**config.mk**
```make
export PLATFORM = sky130hd
export DESIGN_NAME = content_length_deframer_unit
export DESIGN_NICKNAME = d
export VERILOG_FILES = /design/src/sv/cld_pkg.sv /design/src/sv/content_length_deframer_unit.sv /design/src/sv/cld_in_stage.sv /design/src/sv/cld_parse.sv /design/src/sv/cld_out_stage.sv
export SDC_FILE = /design/constraint.sdc
export NUM_CORES = 1
export LEC_CHECK = 0
export ABC_AREA = 1
export BUFFER_PORTS_ARGS = -buffer_cell sky130_fd_sc_hd__buf_2
export CELL_PAD_IN_SITES_DETAIL_PLACEMENT = 2
export CELL_PAD_IN_SITES_GLOBAL_PLACEMENT = 2
export CORE_MARGIN = 8
export CORE_UTILIZATION = 36
export DETAILED_ROUTE_END_ITERATION = 7
export HOLD_SLACK_MARGIN = 0.02
export PLACE_DENSITY_LB_ADDON = 0.1
export SLEW_MARGIN = 20
export SYNTH_ARGS = -nofsm -noshare
export SYNTH_HDL_FRONTEND = slang
export SYNTH_SLANG_ARGS = --single-unit
```
**constraint.sdc**
```tcl
create_clock -name clk -period 4.3 [get_ports clk]
set_clock_uncertainty 0.15 [all_clocks]
set_input_delay 0.215 -clock clk [delete_from_list [all_inputs] [get_ports clk]]
set_output_delay 0.215 -clock clk [all_outputs]
set_load 0.01 [all_outputs]
```
**src/sv/cld_pkg.sv**
```systemverilog
// shared types, constants and a helper function for the content length deframer
`timescale 1ns / 1ps
`default_nettype none
package cld_pkg;

	// width of the declared length accumulator
	localparam int LENGTH_BITS = 32;
	localparam int FLEN_BITS   = 32;

	// header prefix "Content-Length: "
	localparam int PREFIX_LEN  = 16;
	localparam int PREFIX_IDXW = $clog2(PREFIX_LEN);

	localparam logic [7:0] CHAR_CR    = 8'h0d;
	localparam logic [7:0] CHAR_LF    = 8'h0a;
	localparam logic [7:0] CHAR_TAB   = 8'h09;
	localparam logic [7:0] CHAR_VT    = 8'h0b;
	localparam logic [7:0] CHAR_FF    = 8'h0c;
	localparam logic [7:0] CHAR_SPACE = 8'h20;
	localparam logic [7:0] CHAR_ZERO  = 8'h30;
	localparam logic [7:0] CHAR_NINE  = 8'h39;

	typedef enum logic [2:0] {
		PH_MATCH   = 3'd0,
		PH_RESYNC  = 3'd1,
		PH_DIGITS  = 3'd2,
		PH_SKIP    = 3'd3,
		PH_BLANK   = 3'd4,
		PH_PAYLOAD = 3'd5
	} phase_t;

	typedef enum logic [1:0] {
		DIG_NONE  = 2'd0,
		DIG_IN    = 2'd1,
		DIG_ENDED = 2'd2
	} digits_t;

	typedef enum logic [1:0] {
		KIND_DATA  = 2'd0,
		KIND_FAULT = 2'd1,
		KIND_EMPTY = 2'd2
	} kind_t;

	// one result item
	typedef struct packed {
		kind_t                 kind;
		logic [7:0]            data_byte;
		logic                  last;
		logic [FLEN_BITS-1:0]  frame_length;
	} result_t;

	// expected header character at a prefix position
	function automatic logic [7:0] header_char(input logic [PREFIX_IDXW-1:0] idx);
		logic [7:0] c;
		case (idx)
			4'd0:    c = 8'h43; // C
			4'd1:    c = 8'h6f; // o
			4'd2:    c = 8'h6e; // n
			4'd3:    c = 8'h74; // t
			4'd4:    c = 8'h65; // e
			4'd5:    c = 8'h6e; // n
			4'd6:    c = 8'h74; // t
			4'd7:    c = 8'h2d; // -
			4'd8:    c = 8'h4c; // L
			4'd9:    c = 8'h65; // e
			4'd10:   c = 8'h6e; // n
			4'd11:   c = 8'h67; // g
			4'd12:   c = 8'h74; // t
			4'd13:   c = 8'h68; // h
			4'd14:   c = 8'h3a; // :
			4'd15:   c = 8'h20; // space
			default: c = 8'h00;
		endcase
		return c;
	endfunction

endpackage : cld_pkg
`default_nettype wire

```
**src/sv/content_length_deframer_unit.sv**
```systemverilog
// top level of the content length deframer
// a byte passes from the input byte register through the framing logic into the result register
// throughput: one byte per cycle; the framing state updates once per byte in the parse stage
// the output register frees as its result is taken, so input stalls only when results wait
// reset: asynchronous, returns to header matching with both stages empty
`timescale 1ns / 1ps
`default_nettype none
module content_length_deframer_unit
	import cld_pkg::*;
(
	input  wire logic                 clk,
	input  wire logic                 arst_n,
	input  wire logic                 in_valid,
	output logic                      in_ready,
	input  wire logic [7:0]           in_byte,
	output logic                      out_valid,
	input  wire logic                 out_ready,
	output logic [1:0]                kind,
	output logic [7:0]                data_byte,
	output logic                      last,
	output logic [FLEN_BITS-1:0]      frame_length
);

	logic       space;
	logic       go;
	logic [7:0] byte_s1;
	logic       res_valid;
	result_t    res;
	result_t    res_q;

	// input byte register
	cld_in_stage u_in (
		.clk      (clk),
		.arst_n   (arst_n),
		.in_valid (in_valid),
		.in_ready (in_ready),
		.in_byte  (in_byte),
		.space    (space),
		.go       (go),
		.byte_s1  (byte_s1)
	);

	// framing logic
	cld_parse u_parse (
		.clk       (clk),
		.arst_n    (arst_n),
		.go        (go),
		.byte_s1   (byte_s1),
		.res_valid (res_valid),
		.res       (res)
	);

	// result register
	cld_out_stage u_out (
		.clk       (clk),
		.arst_n    (arst_n),
		.go        (go),
		.res_valid (res_valid),
		.res       (res),
		.space     (space),
		.out_valid (out_valid),
		.out_ready (out_ready),
		.res_q     (res_q)
	);

	assign kind         = res_q.kind;
	assign data_byte    = res_q.data_byte;
	assign last         = res_q.last;
	assign frame_length = res_q.frame_length;

endmodule : content_length_deframer_unit
`default_nettype wire

```
**src/sv/cld_in_stage.sv**
```systemverilog
// input register stage holding one received byte
`timescale 1ns / 1ps
`default_nettype none
module cld_in_stage
	import cld_pkg::*;
(
	input  wire logic       clk,
	input  wire logic       arst_n,
	input  wire logic       in_valid,
	output logic            in_ready,
	input  wire logic [7:0] in_byte,
	input  wire logic       space,
	output logic            go,
	output logic [7:0]      byte_s1
);

	logic valid_s1;

	// the held item moves on whenever the result side has room
	assign go       = valid_s1 && space;
	assign in_ready = !valid_s1 || space;

	// occupancy
	always_ff @(posedge clk or negedge arst_n) begin
		if (!arst_n) begin
			valid_s1 <= 1'b0;
		end else if (in_ready) begin
			valid_s1 <= in_valid;
		end
	end

	// byte capture
	always_ff @(posedge clk) begin
		if (in_valid && in_ready) begin
			byte_s1 <= in_byte;
		end
	end

endmodule : cld_in_stage
`default_nettype wire

```
**src/sv/cld_parse.sv**
```systemverilog
// framing state machine: header match, resync, length digits, blank line, payload
`timescale 1ns / 1ps
`default_nettype none
module cld_parse
	import cld_pkg::*;
(
	input  wire logic       clk,
	input  wire logic       arst_n,
	input  wire logic       go,
	input  wire logic [7:0] byte_s1,
	output logic            res_valid,
	output result_t         res
);

	phase_t                 phase_q, phase_d;
	logic [PREFIX_IDXW-1:0] prefix_q, prefix_d;
	logic                   saw_cr_q, saw_cr_d;
	logic [LENGTH_BITS-1:0] len_q, len_d;
	digits_t                digits_q, digits_d;
	logic [1:0]             depth_q, depth_d;
	logic [LENGTH_BITS-1:0] remain_q, remain_d;

	logic                   is_digit;
	logic                   is_blank;
	logic [7:0]             digit_sub;
	logic [LENGTH_BITS+3:0] len_ext;
	logic [LENGTH_BITS+3:0] len_next_ext;
	logic [LENGTH_BITS-1:0] len_added;
	logic [63:0]            len_wide;
	logic [FLEN_BITS-1:0]   len_flen;
	logic                   remain_le1;

	// byte classes
	assign is_digit  = (byte_s1 >= CHAR_ZERO) && (byte_s1 <= CHAR_NINE);
	assign is_blank  = (byte_s1 == CHAR_SPACE) || (byte_s1 == CHAR_TAB) ||
	                   (byte_s1 == CHAR_LF) || (byte_s1 == CHAR_VT) || (byte_s1 == CHAR_FF);
	assign digit_sub = byte_s1 - CHAR_ZERO;

	// times ten plus digit, saturating at all ones
	assign len_ext      = {4'b0000, len_q};
	assign len_next_ext = (len_ext << 3) + (len_ext << 1) +
	                      (LENGTH_BITS+4)'(digit_sub[3:0]);
	assign len_added    = (len_next_ext[LENGTH_BITS+3:LENGTH_BITS] != 4'b0000) ?
	                      {LENGTH_BITS{1'b1}} : len_next_ext[LENGTH_BITS-1:0];

	// low bits of the length for the result
	assign len_wide   = 64'(len_q);
	assign len_flen   = len_wide[FLEN_BITS-1:0];
	assign remain_le1 = (remain_q <= LENGTH_BITS'(1));

	// next state and result
	always_comb begin
		phase_d   = phase_q;
		prefix_d  = prefix_q;
		saw_cr_d  = saw_cr_q;
		len_d     = len_q;
		digits_d  = digits_q;
		depth_d   = depth_q;
		remain_d  = remain_q;
		res_valid = 1'b0;
		res       = '0;
		case (phase_q)
			PH_MATCH: begin
				if (byte_s1 == header_char(prefix_q)) begin
					if (prefix_q == PREFIX_IDXW'(PREFIX_LEN-1)) begin
						phase_d  = PH_DIGITS;
						prefix_d = '0;
						len_d    = '0;
						digits_d = DIG_NONE;
					end else begin
						prefix_d = prefix_q + 1'b1;
					end
				end else begin
					prefix_d  = '0;
					saw_cr_d  = 1'b0;
					phase_d   = PH_RESYNC;
					res_valid = 1'b1;
					res.kind  = KIND_FAULT;
				end
			end
			PH_RESYNC: begin
				if (saw_cr_q) begin
					saw_cr_d = 1'b0;
					if (byte_s1 == CHAR_LF) begin
						phase_d  = PH_MATCH;
						prefix_d = '0;
					end
				end else if (byte_s1 == CHAR_CR) begin
					saw_cr_d = 1'b1;
				end
			end
			PH_DIGITS: begin
				if (byte_s1 == CHAR_CR) begin
					phase_d = PH_SKIP;
				end else if (digits_q == DIG_NONE) begin
					if (is_digit) begin
						digits_d = DIG_IN;
						len_d    = len_added;
					end else if (!is_blank) begin
						digits_d = DIG_ENDED;
					end
				end else if (digits_q == DIG_IN) begin
					if (is_digit) begin
						len_d = len_added;
					end else begin
						digits_d = DIG_ENDED;
					end
				end
			end
			PH_SKIP: begin
				phase_d = PH_BLANK;
				depth_d = 2'd2;
			end
			PH_BLANK: begin
				case (depth_q)
					2'd0, 2'd2: depth_d = (byte_s1 == CHAR_CR) ? depth_q + 2'd1 : 2'd0;
					2'd1:       depth_d = (byte_s1 == CHAR_LF) ? 2'd2 : 2'd0;
					default: begin
						depth_d = 2'd0;
						if (byte_s1 == CHAR_LF) begin
							if (len_q == '0) begin
								phase_d   = PH_MATCH;
								prefix_d  = '0;
								res_valid = 1'b1;
								res.kind  = KIND_EMPTY;
							end else begin
								remain_d = len_q;
								phase_d  = PH_PAYLOAD;
							end
						end
					end
				endcase
			end
			PH_PAYLOAD: begin
				res_valid        = 1'b1;
				res.kind         = KIND_DATA;
				res.data_byte    = byte_s1;
				res.last         = remain_le1;
				res.frame_length = len_flen;
				if (remain_q != '0) begin
					remain_d = remain_q - 1'b1;
				end
				if (remain_le1) begin
					phase_d  = PH_MATCH;
					prefix_d = '0;
				end
			end
			default: begin
				phase_d  = PH_MATCH;
				prefix_d = '0;
				saw_cr_d = 1'b0;
				len_d    = '0;
				digits_d = DIG_NONE;
				depth_d  = 2'd0;
				remain_d = '0;
			end
		endcase
	end

	// framing state registers
	always_ff @(posedge clk or negedge arst_n) begin
		if (!arst_n) begin
			phase_q  <= PH_MATCH;
			prefix_q <= '0;
			saw_cr_q <= 1'b0;
			len_q    <= '0;
			digits_q <= DIG_NONE;
			depth_q  <= 2'd0;
			remain_q <= '0;
		end else if (go) begin
			phase_q  <= phase_d;
			prefix_q <= prefix_d;
			saw_cr_q <= saw_cr_d;
			len_q    <= len_d;
			digits_q <= digits_d;
			depth_q  <= depth_d;
			remain_q <= remain_d;
		end
	end

endmodule : cld_parse
`default_nettype wire

```
**src/sv/cld_out_stage.sv**
```systemverilog
// result register facing the output channel
`timescale 1ns / 1ps
`default_nettype none
module cld_out_stage
	import cld_pkg::*;
(
	input  wire logic     clk,
	input  wire logic     arst_n,
	input  wire logic     go,
	input  wire logic     res_valid,
	input  wire result_t  res,
	output logic          space,
	output logic          out_valid,
	input  wire logic     out_ready,
	output result_t       res_q
);

	logic valid_q;
	logic load;

	assign load      = go && res_valid;
	assign space     = !valid_q || out_ready;
	assign out_valid = valid_q;

	// occupancy: a new result takes the slot as the old one leaves
	always_ff @(posedge clk or negedge arst_n) begin
		if (!arst_n) begin
			valid_q <= 1'b0;
		end else if (load) begin
			valid_q <= 1'b1;
		end else if (out_ready) begin
			valid_q <= 1'b0;
		end
	end

	// result payload
	always_ff @(posedge clk) begin
		if (load) begin
			res_q <= res;
		end
	end

endmodule : cld_out_stage
`default_nettype wire
```
==> metrics.txt, run 1 <==
# TYPE chip_impl_metric gauge
chip_impl_info{name="outcome",value="finished clean"} 1
chip_impl_info{name="rsz0062_at_grt",value="false"} 1
chip_impl_metric{name="post_synth_instance_area",unit="µm²"} 9860
chip_impl_metric{name="clock_tree.buffer_depth",unit=""} 2
chip_impl_metric{name="overall_track_demand_over_capacity_in_global_routing",unit="%"} 22.3
chip_impl_metric{name="ir_drop",unit="mV"} 0.266
chip_impl_metric{name="worst_setup_hold_path_clk_slew",unit="ns"} 0.06
chip_impl_metric{name="synth-edff-count",unit=""} 51
chip_impl_metric{name="ios",unit=""} 57
chip_impl_metric{name="placementRows",unit=""} 60
chip_impl_metric{name="die_w",unit="µm"} 182
chip_impl_metric{name="async_reset_ff_share",unit="%"} 60.5
chip_impl_metric{name="source_to_sink_clock_delay_at_the_later_pin_of_the_worst_skew_pair",unit="ns"} 0.43
chip_impl_metric{name="yosys.cell_types.count",unit=""} 48
chip_impl_metric{name="reg2reg_depth",unit=""} 18
chip_impl_metric{name="htree_levels",unit=""} 4
chip_impl_info{name="rr_startpoint",value="u_in.byte_s1[3]"} 1
chip_impl_metric{name="area_of_the_placeable_core",unit="µm²"} 27000
chip_impl_metric{name="timing.final.setup_violations",unit=""} 0
chip_impl_metric{name="yosysTopAreaCellShare",unit="%"} 19.8
chip_impl_metric{name="inserted_clock_buffers",unit=""} 17
chip_impl_metric{name="average_instance_area_after_synthesis",unit="µm²"} 7.10
chip_impl_metric{name="hpwlAfterDp",unit="µm"} 28100
chip_impl_info{name="start_kind",value="flip-flop"} 1
chip_impl_metric{name="antenna_found_initial",unit=""} 0
chip_impl_info{name="cell_at_the_root_of_the_clock_tree",value="sky130_fd_sc_hd__clkbuf_16"} 1
chip_impl_metric{name="power.total",unit="µW"} 2860
chip_impl_metric{name="post_synthesis_register_bit_count",unit=""} 129
chip_impl_info{name="synth.top_cells.by_area",value="sky130_fd_sc_hd__dfrtp_1, sky130_fd_sc_hd__nand2_1, sky130_fd_sc_hd__edfxtp_1"} 1
chip_impl_metric{name="cts_setup_buffers",unit=""} 0
chip_impl_metric{name="number_of_hold_buffers_added_after_cts",unit=""} 11
chip_impl_metric{name="post_cts_resize_count",unit=""} 0
chip_impl_metric{name="detailedRoute.firstIterationViolations",unit=""} 467
chip_impl_metric{name="final_replace_weighted_congestion",unit=""} 0.832
chip_impl_metric{name="drive_above_1_share",unit="%"} 10.4
chip_impl_metric{name="postRouteWirelength",unit="µm"} 36200
chip_impl_metric{name="detail-route-antenna-nets",unit=""} 0
chip_impl_info{name="ys_dominant_reg_cell",value="sky130_fd_sc_hd__dfrtp_1"} 1
chip_impl_metric{name="timing.final.crit_share",unit="%"} 84.2
chip_impl_metric{name="final-hold-violation-count",unit=""} 0
chip_impl_metric{name="finalCriticalPeriod",unit="ns"} 3.62
chip_impl_info{name="synthDominantAreaCellType",value="sky130_fd_sc_hd__dfrtp_1"} 1
chip_impl_metric{name="first_global_vias",unit=""} 10600
chip_impl_info{name="startpoint",value="u_in.byte_s1[3]"} 1
chip_impl_metric{name="port-buffer-count",unit=""} 56
chip_impl_metric{name="fillerInstances",unit=""} 3302
chip_impl_info{name="worst-setup-path-type",value="reg2reg"} 1
chip_impl_metric{name="drc",unit=""} 0
chip_impl_metric{name="final_nets",unit=""} 1541
chip_impl_metric{name="total_negative_setup_slack",unit="ns"} 0
chip_impl_metric{name="grt_max_degree",unit=""} 58
chip_impl_metric{name="max_cap_violations",unit=""} 0
chip_impl_metric{name="synthesis.nets",unit=""} 1477
chip_impl_metric{name="grt.overflow.total",unit=""} 0
chip_impl_metric{name="tritoncts_num_sinks",unit=""} 129
chip_impl_metric{name="max_slew.worst_pin.slew",unit="ns"} 0.990
chip_impl_metric{name="p_leak",unit="µW"} 0.00590
chip_impl_metric{name="timing.critical_path.required",unit="ns"} 4.46
chip_impl_metric{name="die_ar",unit="µm²"} 32900
chip_impl_info{name="hold_class",value="in2async"} 1
chip_impl_info{name="crit_path_end_kind",value="flip-flop"} 1
chip_impl_metric{name="overall_die_height",unit="µm"} 182
chip_impl_metric{name="post_synth_inst_count",unit=""} 1389
chip_impl_metric{name="total_power_divided_by_cell_area",unit="nW/µm²"} 257
chip_impl_metric{name="via_per_inst",unit=""} 5.22
chip_impl_metric{name="area_growth_syn_to_layout",unit="%"} 12.9
chip_impl_metric{name="timing.critical_path.fanout_max",unit=""} 32
chip_impl_metric{name="wire_per_inst",unit="µm"} 20.0
chip_impl_metric{name="detail_route.first_pass.iterations",unit=""} 5
chip_impl_metric{name="final-max-slew-violation-count",unit=""} 0
chip_impl_metric{name="global_route_wire_length_before_repair",unit="µm"} 58500
chip_impl_metric{name="worst_ep_arrival_time",unit="ns"} 3.78
chip_impl_info{name="tritoncts",value="done"} 1
chip_impl_metric{name="inserted_diodes",unit=""} 0
chip_impl_metric{name="routed-via-count",unit=""} 9439
chip_impl_metric{name="max_freq",unit="GHz"} 0.276
chip_impl_metric{name="timing.max_slew.rel_slack",unit="%"} 33.9
chip_impl_metric{name="yosys_warnings",unit=""} 0
chip_impl_metric{name="seq_area_frac_synth",unit="%"} 35.3
chip_impl_metric{name="initial_utilization",unit="%"} 36.6
==> per-layer routing <==
metal | GRT usage, % | part of all wire (%) | vias up
met5 | 0 | 0 | -
met4 | 4.99 | 1.1 | 0
met3 | 2.63 | 1.9 | 33
met2 | 41.3 | 51 | 95
met1 | 27.2 | 46 | 4729
li1 | - | - | 4582
==> layout make-up <==
type / instances / area [µm²] / area share (%)
Timing Repair Buffer: 78 / 488 / 4.38
Clock inverter: 5 / 77.6 / 0.697
Inverter: 218 / 818 / 7.35
Tap cell: 341 / 427 / 3.83
Multi-Input combinational cell: 1009 / 5330 / 47.8
Clock buffer: 27 / 514 / 4.62
Sequential cell: 129 / 3480 / 31.3
==> worst max-delay path, cell delays in order (launching register included) <==
cell                       delay [ns]
sky130_fd_sc_hd__edfxtp_1        0.51
sky130_fd_sc_hd__fa_1            0.62
sky130_fd_sc_hd__inv_1           0.07
sky130_fd_sc_hd__fa_1            0.45
sky130_fd_sc_hd__inv_1           0.07
sky130_fd_sc_hd__nand2_1         0.05
sky130_fd_sc_hd__nand2_1         0.11
sky130_fd_sc_hd__nand3_1         0.11
sky130_fd_sc_hd__nand2_1         0.15
sky130_fd_sc_hd__nand2_1         0.09
sky130_fd_sc_hd__nand2_2         0.10
sky130_fd_sc_hd__nand2_1         0.08
sky130_fd_sc_hd__nand3_1         0.08
sky130_fd_sc_hd__nand2_1         0.10
sky130_fd_sc_hd__nor2_4          0.08
sky130_fd_sc_hd__buf_4           0.36
sky130_fd_sc_hd__nand3_1         0.14
sky130_fd_sc_hd__nand2_1         0.11
sky130_fd_sc_hd__nand2_1         0.07
==> cell usage in the layout (no fill, tap or decap), drive strengths merged, types with 10 or more instances in the layout <==
cell type and instances:
a21oi 60, inv 216, o21ai 66, clkbuf 27, dlygate4sd3 11, xor2 10
ha 74, nor2 162, edfxtp 51, nand2 443, dfrtp 78, xnor2 16
nand3 91, nand4 20, buf 67
==> report_power, final <==
group | internal, µW | switching, µW | leakage (µW) | total (µW)
logic | 22.5 | 47.4 | 0.00409 | 69.9
registers | 1280 | 10.3 | 0.00153 | 1290
clock network | 934 | 566 | 0.000287 | 1500
total | 2240 | 624 | 0.00590 | 2860
==> cell usage after synthesis, types with 3 or more instances <==
cell,count
sky130_fd_sc_hd__dfrtp_1,78
sky130_fd_sc_hd__nand2_1,428
sky130_fd_sc_hd__nand3_2,3
sky130_fd_sc_hd__nor2_2,12
sky130_fd_sc_hd__nand3b_1,5
sky130_fd_sc_hd__a21oi_1,57
sky130_fd_sc_hd__o21ai_0,50
sky130_fd_sc_hd__a2bb2oi_1,3
sky130_fd_sc_hd__nor2_1,148
sky130_fd_sc_hd__o21bai_1,9
sky130_fd_sc_hd__buf_6,10
sky130_fd_sc_hd__ha_1,74
sky130_fd_sc_hd__inv_1,208
sky130_fd_sc_hd__buf_2,6
sky130_fd_sc_hd__a22oi_2,4
sky130_fd_sc_hd__a32oi_1,5
sky130_fd_sc_hd__o21ai_1,16
sky130_fd_sc_hd__inv_2,8
sky130_fd_sc_hd__a22oi_1,5
sky130_fd_sc_hd__buf_1,4
sky130_fd_sc_hd__a21oi_2,3
sky130_fd_sc_hd__o22ai_1,8
sky130_fd_sc_hd__clkbuf_1,5
sky130_fd_sc_hd__nand4_1,19
sky130_fd_sc_hd__nand3_1,87
sky130_fd_sc_hd__buf_4,8
sky130_fd_sc_hd__xor2_1,10
sky130_fd_sc_hd__nand2_2,13
sky130_fd_sc_hd__xnor2_1,16
sky130_fd_sc_hd__nor3_1,7
sky130_fd_sc_hd__nor4_1,5
sky130_fd_sc_hd__edfxtp_1,51
==> metrics by stage <==
step / worst slack (ns) / cells / hold slack (ns) / area [µm²] / utilization, %
6_report: 0.681 / 1807 / 0.272 / 11100 / 41.3
5_1_grt: 0.383 / 1807 / 0.347 / 11100 / 41.3
4_1_cts: 0.675 / 1807 / 0.302 / 11100 / 41.3
3_5_place_dp: 0.709 / 1764 / 0.223 / 10400 / 38.7
3_3_place_gp: 0.821 / 1764 / 0.221 / 10400 / 38.7
2_1_floorplan: 1.28 / 1389 / -0.231 / 9860 / -
==> kinds of logic (layout without fill, tap and decap cells) <==
family	count (synthesis)	in the layout	synth area share, %
and+or+nand+nor	739	739	31.9
buffers and inverters	251	328	10.7
AOI/OAI and AO/OA	168	168	10.0
DFF	129	129	35.3
adders and majority gates	76	76	9.79
xor gates and xnor gates	26	26	2.31
==> sequential cells by signal, indices dropped and copies added (netlist names) <==
signal	flops
u_parse.depth_q	2
u_out.res_q	43
u_parse.digits_q	2
u_parse.prefix_q	4
u_in.byte_s1	8
u_parse.remain_q	32
u_parse.saw_cr_q	1
u_parse.phase_q	3
u_in.valid_s1	1
u_parse.len_flen	32
u_out.out_valid	1
==> path summary, 6_finish.rpt <==
check | endpoint | slack, ns
min in group clk | u_parse.digits_q[0] | 0.34
max in group asynchronous | u_parse.digits_q[0] | 2.82
setup / recovery | u_parse.len_flen[26] | 0.68
setup reg to reg | u_parse.len_flen[26] | 0.68
hold / removal | u_parse.len_flen[14] | 0.27
hold reg to reg | u_parse.digits_q[0] | 0.34
Note: power is estimated with default switching activity, not from simulation.
==> inputs of run 2 (changes only) <==
clock period = 3.4 ns   (was 4.3 ns; I/O delays follow)
==> run 2 against run 1 <==
Net effect:
- sequential cell count did not move
- sequential power grew 26%
- critical path type unchanged
- sequential share of layout area is 0.90 points lower
- maximum frequency grew 13%
- clock power increased by 31%
- final cell count is 1.4% higher
- hold slack worse by 0.12 ns
- first-iteration DRC count is 0.21% higher
- critical endpoint is now u_parse.len_flen[19]
- power increased by 29%
- global-route usage is 0.68 points higher
- critical path depth increased by 1
- non-clock buffer count up 25
==> metrics.txt, run 2 (synthesis results as in run 1) <==
# TYPE chip_impl_metric gauge
chip_impl_metric{name="die_w",unit="µm"} 182
chip_impl_metric{name="worst_ep_arrival_time",unit="ns"} 3.37
chip_impl_metric{name="timing.critical_path.fanout_max",unit=""} 10
chip_impl_info{name="most_common_cell_after_layout_fill_and_taps_aside",value="sky130_fd_sc_hd__nand2_1"} 1
chip_impl_metric{name="initial_utilization",unit="%"} 36.6
chip_impl_info{name="rsz0062_at_grt",value="false"} 1
chip_impl_metric{name="routed-via-count",unit=""} 9690
chip_impl_metric{name="drc",unit=""} 0
chip_impl_metric{name="hpwlAfterDp",unit="µm"} 28700
chip_impl_metric{name="source_to_sink_clock_delay_at_the_later_pin_of_the_worst_skew_pair",unit="ns"} 0.44
chip_impl_metric{name="worst_setup_hold_path_clk_slew",unit="ns"} 0.07
chip_impl_info{name="worst-setup-path-type",value="reg2reg"} 1
chip_impl_metric{name="max_cap_violations",unit=""} 0
chip_impl_metric{name="ir_drop",unit="mV"} 0.319
chip_impl_metric{name="timing.critical_path.required",unit="ns"} 3.56
chip_impl_metric{name="area_of_the_placeable_core",unit="µm²"} 27000
chip_impl_metric{name="global_route_wire_length_before_repair",unit="µm"} 60000
chip_impl_metric{name="tritoncts_num_sinks",unit=""} 129
chip_impl_metric{name="timing.final.setup_violations",unit=""} 0
chip_impl_info{name="crit_path_end_kind",value="flip-flop"} 1
chip_impl_info{name="outcome",value="finished clean"} 1
chip_impl_metric{name="max_freq",unit="GHz"} 0.311
chip_impl_metric{name="antenna_found_initial",unit=""} 0
chip_impl_info{name="tritoncts",value="done"} 1
chip_impl_metric{name="total_power_divided_by_cell_area",unit="nW/µm²"} 323
chip_impl_metric{name="detail-route-antenna-nets",unit=""} 0
chip_impl_metric{name="largest_register_ff_count",unit=""} 43
chip_impl_metric{name="final_replace_weighted_congestion",unit=""} 0.826
chip_impl_metric{name="port-buffer-count",unit=""} 56
chip_impl_metric{name="detail_route.first_pass.iterations",unit=""} 5
chip_impl_metric{name="finalCriticalPeriod",unit="ns"} 3.21
chip_impl_metric{name="final_nets",unit=""} 1566
chip_impl_metric{name="area_growth_syn_to_layout",unit="%"} 16.2
chip_impl_metric{name="pre_cts_ws",unit="ns"} 0.141
chip_impl_metric{name="grt_max_degree",unit=""} 58
chip_impl_metric{name="postRouteWirelength",unit="µm"} 37800
chip_impl_metric{name="p_leak",unit="µW"} 0.00609
chip_impl_metric{name="detailedRoute.firstIterationViolations",unit=""} 468
chip_impl_metric{name="drive_above_1_share",unit="%"} 12.1
chip_impl_metric{name="inserted_clock_buffers",unit=""} 17
chip_impl_metric{name="via_per_inst",unit=""} 5.29
chip_impl_metric{name="max_slew.worst_pin.slew",unit="ns"} 0.688
chip_impl_metric{name="final-max-slew-violation-count",unit=""} 0
chip_impl_metric{name="overall_track_demand_over_capacity_in_global_routing",unit="%"} 23.0
chip_impl_metric{name="first_global_vias",unit=""} 10700
chip_impl_metric{name="placementRows",unit=""} 60
chip_impl_metric{name="total_negative_setup_slack",unit="ns"} 0
chip_impl_metric{name="final-hold-violation-count",unit=""} 0
chip_impl_info{name="largest_register",value="u_out.res_q"} 1
chip_impl_metric{name="inserted_diodes",unit=""} 0
chip_impl_metric{name="fillerInstances",unit=""} 3205
chip_impl_info{name="start_kind",value="flip-flop"} 1
chip_impl_metric{name="wire_per_inst",unit="µm"} 20.6
chip_impl_metric{name="htree_levels",unit=""} 4
chip_impl_metric{name="clock_tree.buffer_depth",unit=""} 2
chip_impl_metric{name="ios",unit=""} 57
chip_impl_info{name="hold_class",value="in2async"} 1
chip_impl_metric{name="timing.final.crit_share",unit="%"} 94.5
chip_impl_metric{name="overall_die_height",unit="µm"} 182
chip_impl_metric{name="die_ar",unit="µm²"} 32900
chip_impl_info{name="final_cell_mix",value="sky130_fd_sc_hd__nand2_1, sky130_fd_sc_hd__inv_1, sky130_fd_sc_hd__nor2_1"} 1
chip_impl_metric{name="grt.overflow.total",unit=""} 0
chip_impl_info{name="cell_at_the_root_of_the_clock_tree",value="sky130_fd_sc_hd__clkbuf_16"} 1
chip_impl_metric{name="setup_slack",unit="ns"} 0.187
chip_impl_metric{name="timing.max_slew.rel_slack",unit="%"} 54.1
run 2: worst max-delay path, cell delays in order (launching register included):
cell and delay, ns:
sky130_fd_sc_hd__dfrtp_1 0.41, sky130_fd_sc_hd__fa_1 0.59, sky130_fd_sc_hd__inv_1 0.08, sky130_fd_sc_hd__fa_2 0.40
sky130_fd_sc_hd__inv_1 0.06, sky130_fd_sc_hd__nand2_1 0.04, sky130_fd_sc_hd__nand2_1 0.11, sky130_fd_sc_hd__nand3_1 0.10
sky130_fd_sc_hd__nand2_2 0.11, sky130_fd_sc_hd__nand2_1 0.07, sky130_fd_sc_hd__nand2_2 0.10, sky130_fd_sc_hd__nand2_2 0.06
sky130_fd_sc_hd__nand3_1 0.07, sky130_fd_sc_hd__nand2_1 0.09, sky130_fd_sc_hd__nor2_4 0.13, sky130_fd_sc_hd__buf_12 0.14
sky130_fd_sc_hd__clkbuf_16 0.16, sky130_fd_sc_hd__nand3_1 0.09, sky130_fd_sc_hd__nand2_1 0.09, sky130_fd_sc_hd__nand2_1 0.06
run 2: layer usage:
metal  routed length (µm)  GRT usage (%)  part of all wire, %
met1                17500           29.4                   46
met2                19000           40.9                   50
met3                  793           2.32                  2.1
met4                  555           5.77                  1.5
met5                    0              0                    0
run 2: final cells by class:
type	count	area, µm²	share of cell area [%]
sequential	129	3480	30.4
tap	341	427	3.72
multi-input combinational	1009	5340	46.6
clock inverter	15	193	1.68
inverter	218	818	7.14
clock buffer	17	425	3.71
timing repair buffer	103	778	6.79
run 2: path summary, 6_finish.rpt:
check / from / endpoint / slack [ns] / depth (start not counted)
min in group clk: in_byte[7] / u_in.byte_s1[7] / 0.30 / 2
max in group asynchronous: arst_n / u_parse.remain_q[30] / 2.11 / 3
hold / removal: arst_n / u_parse.len_flen[13] / 0.15 / 2
setup / recovery: u_parse.len_flen[2] / u_parse.len_flen[19] / 0.19 / 19
setup reg to reg: u_parse.len_flen[2] / u_parse.len_flen[19] / 0.19 / 19
hold reg to reg: u_parse.remain_q[3] / u_parse.remain_q[3] / 0.37 / 2
run 2: repair_timing:
item / 4_1_cts / 5_1_grt
buffers inserted: 0 / 2
gates resized for setup: 0 / 9
endpoints found under the setup margin: 0 / 32
hold buffers: 13 / 0
hold endpoints to repair: 48 / 0
run 2: power breakdown:
part	total [µW]	leakage, µW	internal, µW	switching (µW)
registers	1630	0.00153	1620	9.82
clock network	1970	0.000299	1220	749
logic	106	0.00426	34.5	71.2
total	3710	0.00609	2880	830
run 2: through the flow:
step	util [%]	cell area (µm²)	instances	power, µW	hold WS (ns)
2_1_floorplan	-	9860	1389	1690	-0.276
3_3_place_gp	39.3	10600	1782	1740	0.0866
3_5_place_dp	39.3	10600	1782	1750	0.0863
4_1_cts	42.0	11300	1827	3730	0.166
5_1_grt	42.5	11500	1832	3790	0.188
6_report	42.5	11500	1832	3710	0.154
